File: config.mk
export PLATFORM = sky130hd
export DESIGN_NAME = soft_mask_to_hard_mask_runs_core
export DESIGN_NICKNAME = d
export VERILOG_FILES = /design/src/design/smhm_pkg.sv /design/src/design/smhm_front.sv /design/src/design/smhm_queue.sv /design/src/design/smhm_back.sv /design/src/design/soft_mask_to_hard_mask_runs_core.sv
export VERILOG_INCLUDE_DIRS = /design/src /design/src/design
export SDC_FILE = /design/constraint.sdc
export NUM_CORES = 1
export LEC_CHECK = 0
export BUFFER_PORTS_ARGS = -buffer_cell sky130_fd_sc_hd__buf_4
export CAP_MARGIN = 20
export CORE_MARGIN = 4
export CORE_UTILIZATION = 60
export CTS_BUF_LIST = sky130_fd_sc_hd__clkbuf_2
export DETAILED_ROUTE_END_ITERATION = 8
export PLACE_DENSITY = 0.79
export SYNTH_ARGS = -nofsm -noshare
export SYNTH_HDL_FRONTEND = slang
export SYNTH_HIERARCHICAL = 1
export SYNTH_SLANG_ARGS = --single-unit
File: constraint.sdc
create_clock -name clock -period 5.6 [get_ports clock]
set_input_delay 0.28 -clock clock [delete_from_list [all_inputs] [get_ports clock]]
set_output_delay 0.28 -clock clock [all_outputs]
set_load 0.01 [all_outputs]
File: src/design/soft_mask_to_hard_mask_runs_core_assert.svh
// assertion macros shared by the core's checking code
`ifndef SOFT_MASK_TO_HARD_MASK_RUNS_CORE_ASSERT_SVH
`define SOFT_MASK_TO_HARD_MASK_RUNS_CORE_ASSERT_SVH

// same-cycle implication, checked outside reset
`define SMHM_ASSERT_NOW(label, clk, rst, ante, cons) \
   label: assert property (@(posedge clk) disable iff (rst) (ante) |-> (cons)) \
      else $error("smhm same-cycle check failed");

// next-cycle implication, checked outside reset
`define SMHM_ASSERT_NEXT(label, clk, rst, ante, cons) \
   label: assert property (@(posedge clk) disable iff (rst) (ante) |=> (cons)) \
      else $error("smhm next-cycle check failed");

`endif

File: src/design/smhm_pkg.sv
// shared types, constants and helpers of the soft-mask to hard-mask core
package smhm_pkg;

   localparam int POS_BITS    = 32;
   localparam int OUT_BITS    = 32;
   localparam int QUEUE_DEPTH = 4;
   localparam int QIDX_BITS   = $clog2(QUEUE_DEPTH);

   localparam logic [POS_BITS-1:0] POS_MAX = {POS_BITS{1'b1}};

   localparam logic [7:0] CHAR_GT    = 8'h3E;
   localparam logic [7:0] CHAR_LF    = 8'h0A;
   localparam logic [7:0] MASK_RESET = 8'h4E;

   typedef logic [POS_BITS-1:0] pos_type;
   typedef logic [OUT_BITS-1:0] out_pos_type;
   typedef logic [QIDX_BITS:0]  qcount_type;
   typedef logic [QIDX_BITS-1:0] qidx_type;

   typedef enum logic [1:0] {
      PH_PRE  = 2'd0,
      PH_HEAD = 2'd1,
      PH_SEQ  = 2'd2
   } phase_type;

   // one queued action: optional run record, then optional byte
   typedef struct packed {
      logic        rec_valid;
      logic        byte_valid;
      logic [7:0]  data_byte;
      out_pos_type run_begin;
      out_pos_type run_end;
   } entry_type;

   function automatic out_pos_type clip_out(input pos_type v);
      logic [POS_BITS+OUT_BITS-1:0] wide;
      logic [POS_BITS+OUT_BITS-1:0] lim;
      wide = {{OUT_BITS{1'b0}}, v};
      lim  = {{POS_BITS{1'b0}}, {OUT_BITS{1'b1}}};
      if (wide > lim) return {OUT_BITS{1'b1}};
      return wide[OUT_BITS-1:0];
   endfunction

   function automatic logic is_space(input logic [7:0] c);
      return (c == 8'h20) || (c >= 8'h09 && c <= 8'h0D);
   endfunction

   function automatic logic is_upper(input logic [7:0] c);
      return (c >= 8'h41) && (c <= 8'h5A);
   endfunction

   function automatic logic is_lower(input logic [7:0] c);
      return (c >= 8'h61) && (c <= 8'h7A);
   endfunction

endpackage

File: src/design/smhm_front.sv
// front end: byte classification, parse state and position counter
module smhm_front (
   input  logic                clock,
   input  logic                reset,
   input  logic                accept,
   input  logic [7:0]          in_byte,
   input  logic                end_of_stream,
   input  logic                csr_write_en,
   input  logic [7:0]          csr_mask_char,
   output logic                ent_push,
   output smhm_pkg::entry_type ent
);
   import smhm_pkg::*;

   phase_type  phase_ff, phase_in;
   logic       in_run_ff, in_run_in;
   pos_type    position_ff, position_in;
   pos_type    run_start_ff, run_start_in;
   logic [7:0] mask_ff;
   pos_type    pos_inc;
   pos_type    begin_sat;

   always_ff @(posedge clock) begin
      if (reset) begin
         phase_ff     <= PH_PRE;
         in_run_ff    <= 1'b0;
         position_ff  <= '0;
         run_start_ff <= '0;
         mask_ff      <= MASK_RESET;
      end else begin
         phase_ff     <= phase_in;
         in_run_ff    <= in_run_in;
         position_ff  <= position_in;
         run_start_ff <= run_start_in;
         if (csr_write_en) begin
            mask_ff <= csr_mask_char;
         end
      end
   end

   // saturating count and 1-based run start
   assign pos_inc   = (position_ff == POS_MAX) ? POS_MAX : position_ff + pos_type'(1);
   assign begin_sat = (run_start_ff == POS_MAX) ? POS_MAX : run_start_ff + pos_type'(1);

   always_comb begin
      phase_in       = phase_ff;
      in_run_in      = in_run_ff;
      position_in    = position_ff;
      run_start_in   = run_start_ff;
      ent            = '0;
      ent.run_begin  = clip_out(begin_sat);
      ent.run_end    = clip_out(position_ff);
      if (accept) begin
         if (end_of_stream) begin
            ent.rec_valid = (phase_ff == PH_SEQ) && in_run_ff;
            phase_in      = PH_PRE;
            in_run_in     = 1'b0;
            position_in   = '0;
            run_start_in  = '0;
         end else begin
            unique case (phase_ff)
               PH_HEAD: begin
                  ent.byte_valid = 1'b1;
                  ent.data_byte  = in_byte;
                  if (in_byte == CHAR_LF) begin
                     phase_in = PH_SEQ;
                  end
               end
               PH_SEQ: begin
                  ent.byte_valid = 1'b1;
                  ent.data_byte  = in_byte;
                  if (in_byte == CHAR_GT) begin
                     ent.rec_valid = in_run_ff;
                     in_run_in     = 1'b0;
                     position_in   = '0;
                     phase_in      = PH_HEAD;
                  end else if (!is_space(in_byte)) begin
                     position_in = pos_inc;
                     if (in_run_ff) begin
                        if (is_upper(in_byte)) begin
                           in_run_in     = 1'b0;
                           ent.rec_valid = 1'b1;
                        end else begin
                           ent.data_byte = mask_ff;
                        end
                     end else if (is_lower(in_byte)) begin
                        in_run_in     = 1'b1;
                        run_start_in  = position_ff;
                        ent.data_byte = mask_ff;
                     end
                  end
               end
               default: begin
                  // before the first header, and the unused code
                  ent.byte_valid = 1'b1;
                  ent.data_byte  = in_byte;
                  phase_in       = (in_byte == CHAR_GT) ? PH_HEAD : PH_PRE;
               end
            endcase
         end
      end
      ent_push = accept && (ent.rec_valid || ent.byte_valid);
   end

endmodule

File: src/design/smhm_queue.sv
// small action queue between front and back end
module smhm_queue (
   input  logic                clock,
   input  logic                reset,
   input  logic                push,
   input  smhm_pkg::entry_type push_ent,
   input  logic                pop,
   output smhm_pkg::entry_type head,
   output logic                q_full,
   output logic                q_empty
);
   import smhm_pkg::*;

   entry_type  mem_ff [QUEUE_DEPTH];
   qidx_type   wr_ptr_ff, wr_ptr_in;
   qidx_type   rd_ptr_ff, rd_ptr_in;
   qcount_type count_ff, count_in;
   logic       do_push, do_pop;

   assign q_full  = (count_ff == qcount_type'(QUEUE_DEPTH));
   assign q_empty = (count_ff == '0);
   assign do_push = push && !q_full;
   assign do_pop  = pop && !q_empty;
   assign head    = mem_ff[rd_ptr_ff];

   always_comb begin
      wr_ptr_in = do_push ? wr_ptr_ff + qidx_type'(1) : wr_ptr_ff;
      rd_ptr_in = do_pop ? rd_ptr_ff + qidx_type'(1) : rd_ptr_ff;
      count_in  = count_ff;
      if (do_push && !do_pop) begin
         count_in = count_ff + qcount_type'(1);
      end else if (do_pop && !do_push) begin
         count_in = count_ff - qcount_type'(1);
      end
   end

   always_ff @(posedge clock) begin
      if (reset) begin
         wr_ptr_ff <= '0;
         rd_ptr_ff <= '0;
         count_ff  <= '0;
      end else begin
         wr_ptr_ff <= wr_ptr_in;
         rd_ptr_ff <= rd_ptr_in;
         count_ff  <= count_in;
      end
   end

   always_ff @(posedge clock) begin
      if (do_push) begin
         mem_ff[wr_ptr_ff] <= push_ent;
      end
   end

endmodule

File: src/design/smhm_back.sv
// back end: turns one queued action into one or two results
module smhm_back (
   input  logic                    clock,
   input  logic                    reset,
   input  smhm_pkg::entry_type     head,
   input  logic                    q_empty,
   output logic                    q_pop,
   input  logic                    pop,
   output logic                    empty,
   output logic                    rsp_result_kind,
   output logic [7:0]              rsp_out_byte,
   output smhm_pkg::out_pos_type   rsp_run_begin,
   output smhm_pkg::out_pos_type   rsp_run_end,
   output logic                    rsp_last
);
   import smhm_pkg::*;

   logic rec_done_ff, rec_done_in;
   logic show_rec, taken;

   assign show_rec = head.rec_valid && !rec_done_ff;
   assign taken    = pop && !q_empty;
   assign empty    = q_empty;

   assign rsp_result_kind = show_rec;
   assign rsp_out_byte    = show_rec ? 8'h00 : head.data_byte;
   assign rsp_run_begin   = show_rec ? head.run_begin : '0;
   assign rsp_run_end     = show_rec ? head.run_end : '0;
   assign rsp_last        = show_rec ? !head.byte_valid : 1'b1;

   // a record with a byte behind it holds the entry; the byte half releases it
   always_comb begin
      q_pop       = taken && !(show_rec && head.byte_valid);
      rec_done_in = rec_done_ff;
      if (taken) begin
         rec_done_in = show_rec && head.byte_valid;
      end
   end

   always_ff @(posedge clock) begin
      if (reset) begin
         rec_done_ff <= 1'b0;
      end else begin
         rec_done_ff <= rec_done_in;
      end
   end

endmodule

File: src/design/soft_mask_to_hard_mask_runs_core.sv
// top level of the fasta soft-mask to hard-mask converter with run reporting
//
//   channel  | ports                                   | handshake
//   ---------+-----------------------------------------+------------------------
//   request  | req_in_byte, req_end_of_stream          | push / full
//   response | rsp_result_kind, rsp_out_byte,          | empty / pop
//            | rsp_run_begin, rsp_run_end, rsp_last    |
//   csr      | csr_mask_char                           | csr_write_en
//
// one byte is taken per cycle while the action queue (four entries) has room
// a byte that closes a run yields two responses, so it holds the back end for
// both; the queue registers each entry before its response can show
// end-of-stream outside sequence lines yields no response at all
// reset is synchronous and needs no clearing pass; mask_char returns to 'N'
// a stalled response side fills the queue, then full rises and stalls push
module soft_mask_to_hard_mask_runs_core (
   input  logic                  clock,
   input  logic                  reset,
   // request
   input  logic                  push,
   output logic                  full,
   input  logic [7:0]            req_in_byte,
   input  logic                  req_end_of_stream,
   // response
   output logic                  empty,
   input  logic                  pop,
   output logic                  rsp_result_kind,
   output logic [7:0]            rsp_out_byte,
   output smhm_pkg::out_pos_type rsp_run_begin,
   output smhm_pkg::out_pos_type rsp_run_end,
   output logic                  rsp_last,
   // csr
   input  logic                  csr_write_en,
   input  logic [7:0]            csr_mask_char
);
   import smhm_pkg::*;

   logic      accept;
   logic      ent_push;
   entry_type ent;
   entry_type head;
   logic      q_full, q_empty, q_pop;

   // request transaction when the queue can take the worst case of one entry
   assign full   = q_full;
   assign accept = push && !q_full;

   // classify the byte and update parse state, position and run start
   smhm_front u_front (
      .clock         (clock),
      .reset         (reset),
      .accept        (accept),
      .in_byte       (req_in_byte),
      .end_of_stream (req_end_of_stream),
      .csr_write_en  (csr_write_en),
      .csr_mask_char (csr_mask_char),
      .ent_push      (ent_push),
      .ent           (ent)
   );

   // decouples front from back so each stalls on its own
   smhm_queue u_queue (
      .clock    (clock),
      .reset    (reset),
      .push     (ent_push),
      .push_ent (ent),
      .pop      (q_pop),
      .head     (head),
      .q_full   (q_full),
      .q_empty  (q_empty)
   );

   // record first, then the byte, each as its own response transaction
   smhm_back u_back (
      .clock           (clock),
      .reset           (reset),
      .head            (head),
      .q_empty         (q_empty),
      .q_pop           (q_pop),
      .pop             (pop),
      .empty           (empty),
      .rsp_result_kind (rsp_result_kind),
      .rsp_out_byte    (rsp_out_byte),
      .rsp_run_begin   (rsp_run_begin),
      .rsp_run_end     (rsp_run_end),
      .rsp_last        (rsp_last)
   );

`include "soft_mask_to_hard_mask_runs_core_assert.svh"

   // a run always covers at least its opening byte
   `SMHM_ASSERT_NOW(a_run_order, clock, reset, !empty && rsp_result_kind, rsp_run_begin <= rsp_run_end)
   // a record that is not last is followed by its byte
   `SMHM_ASSERT_NEXT(a_rec_then_byte, clock, reset, pop && !empty && rsp_result_kind && !rsp_last, !empty && !rsp_result_kind)
   // the front never writes into a full queue
   `SMHM_ASSERT_NOW(a_no_push_full, clock, reset, ent_push, !q_full)

endmodule

==> summary.txt <==
outcome = completed
RSZ-0062 raised after global routing = no
synth warn = 6
Max clock buf depth = 3
Seq/Total Area, Yosys = 64.8%
gr ovfl total = 0
Boundary Pins = 98
Num CTS Buffers = 90
Avg WL per Cell = 20.9 um
Syn Area/Cell = 15.1 um^2
Register-to-Register Setup Slack = 1.82 ns
Fmax = 264 MHz
Final Hold Viols = 0
Crit Path Class = flip-flop to flip-flop
post-route setup TNS = 0 ns
DRC violations left = 0
R2R depth = 10
setup bufs post-CTS = 0
Worst Hold Class = input port to flip-flop
clock-pin slew on the worst setup and hold paths = 0.10 ns
crit path from = u_queue/count_ff[0]
terminus of the critical flop-to-flop path = u_front/in_run_ff
Area contributors post-synth = edfxtp_1 (54%), dfxtp_1 (10%), mux4_2 (10%), and2_1 (2.7%), a22o_1 (1.8%)
worst-margin pin slew = 1.15 ns
largest net degree at the start of global routing = 75
clk_lat worst skew = 0.85 ns
IO buf count = 97
hpwl dp = 21,900 um
Worst Path Required = 6.35 ns
Max-Cap Viols = 0
final total power = 6.23 mW
Critical Path End Type = flip-flop
first-pass GRT wire length = 56,100 um
routed wire length = 35,100 um
Worst Path Max Fanout = 12
routed vias = 10,300
GPL Wtd Cong = 0.884
Sink Count = 381
Yosys top cell area share = 54.4%
clock root buffer = clkbuf_2
post-route cell area = 18,500 um^2
ratio of cells with drive above 1 in the final layout = 26.8%
site row count = 60
synthesized instance count = 1,083
Leakage Power = 6.56 nW
Max Slew Vio Count = 0
dpl cell area = 17,200 um^2
Netlist cell types = 73
Worst setup endpoint = u_front/in_run_ff
clk_skew = 0.0826 ns
antenna violations before repair = 1
# fillers = 1,846
final period utilization = 67.5%
prevailing post-synth register cell = edfxtp_1
Initial DRT Pass Iterations = 5
peak supply drop = 0.000148 V
H-Tree Depth = 3
crit path launch type = flip-flop
Mapped Nets = 1,116
CTS tree = built
synth cell count leaders = edfxtp_1 (296), dfxtp_1 (85), mux4_2 (74)
headroom to the max-slew limit = 23.3%
Final Setup Violations = 0
die area = 29,900 um^2
Die Wd = 173 um
Power Density = 337 nW/um^2
post-layout net count = 1,297
cts hold-fix bufs = 35
synth-to-layout area growth = 13.1%
Die H = 173 um
Iteration-0 DRC Markers = 964
FFs w/ async S/R, synth = 0%
Starting Density = 60.8%
Crit path arrival time = 4.53 ns
Synth Cell Area = 16,300 um^2
Core ar. = 26,900 um^2
antenna violation net count after detailed routing = 0
Post-synth EDFFs = 296
number of global-route vias before repair = 10,500
reg-to-reg startpoint = u_queue/count_ff[0]
Seq cells post-synth = 381
post-CTS sizing = 0
most area-hungry cell type in the Yosys netlist = edfxtp_1
global-route total usage across every layer = 23.4%
count leader, synth = edfxtp_1
post-route minimum period = 3.78 ns
DR vias/cell = 6.16
state kept, by name, summed over array words and instances (netlist names), named ones only:
name,count
u_front/in_run_ff,1
u_queue/rd_ptr_ff,2
u_queue/wr_ptr_ff,2
u_front/run_start_ff,32
u_front/position_ff,32
u_back/rec_done_ff,1
u_queue/count_ff,3
u_queue/mem_ff,296
u_front/mask_ff,8
u_front/phase_ff,2
per-stage QoR:
step	hold slack, ns	util, %	cells	worst slack, ns
2_1_floorplan	0.408	-	1083	1.51
6_report	0.109	68.8	1675	1.82
5_1_grt	0.0130	68.8	1675	1.51
3_3_place_gp	0.460	64.1	1476	1.88
3_5_place_dp	0.460	64.2	1477	1.80
4_1_cts	0.0130	68.7	1673	1.65
cells in the final DEF, fill, tap and decap left out, drive strengths merged, types with 14 or more instances in the layout:
| master | n |
|---|---|
| edfxtp | 296 |
| nor3 | 17 |
| xor2 | 14 |
| a22o | 33 |
| o21ai | 18 |
| o32ai | 14 |
| nor4 | 17 |
| inv | 28 |
| nand2 | 67 |
| clkbuf | 132 |
| dlygate4sd3 | 35 |
| mux4 | 74 |
| mux2i | 14 |
| buf | 113 |
| nand4 | 23 |
| and2 | 71 |
| dfxtp | 85 |
| nand3 | 30 |
| clkinv | 24 |
| nor2 | 34 |
| a21oi | 40 |
power breakdown:
part / leakage [nW] / switching [mW] / internal [mW]
clock: 0.642 / 1.03 / 0.767
sequential: 3.55 / 0.0969 / 3.18
combinational: 2.37 / 0.558 / 0.601
worst max-delay path, cell delays in order (launching register included):
cell and delay [ns]:
dfxtp_1 0.49, nor3b_2 0.14, nor2b_4 0.22, nand2b_1 0.18, clkinv_1 0.25, nand2_1 0.17, or3b_1 0.54, or4b_1 0.49
dlygate4sd3_1 0.56, o21ai_0 0.08, dlygate4sd3_1 0.57
worst min-delay path by stage:
stage                  startpoint  cells past startpoint               endpoint
3_5_place_dp   u_front/mask_ff[6]                      2     u_front/mask_ff[6]
6_report           req_in_byte[1]                      3  u_queue/mem_ff[0][65]
4_1_cts            req_in_byte[1]                      3  u_queue/mem_ff[3][65]
2_1_floorplan    csr_mask_char[6]                      2     u_front/mask_ff[6]
3_3_place_gp   u_front/mask_ff[6]                      2     u_front/mask_ff[6]
5_1_grt            req_in_byte[1]                      3  u_queue/mem_ff[1][65]
kinds of logic after synthesis:
logic type | Yosys count | synth area share [%]
DFF | 381 | 64.8
and+or+nand+nor | 325 | 11.4
AOI/OAI and AO/OA | 163 | 7.24
muxes | 92 | 11.4
buffers and inverters | 86 | 2.99
xor gates and xnor gates | 25 | 1.34
adders and majority gates | 11 | 0.888
final cells by class:
cell class	count	area (um^2)	share of cell area, %
inverters	27	101	0.548
repair buffers	148	1220	6.61
clock inverters	29	195	1.06
multi-input cells	616	5280	28.6
well taps	341	427	2.31
diodes	1	2.50	0.0135
flip-flops and latches	381	10600	57.3
clock buffers	132	661	3.57
layer usage:
layer	GRT usage [%]	wire length, um	up-vias
li1	-	-	4689
met3	5.79	2890	52
met1	31.4	14300	5080
met2	37.6	17100	498
met5	0	0	-
met4	8.61	789	0
(Power assumes the default switching activity.)
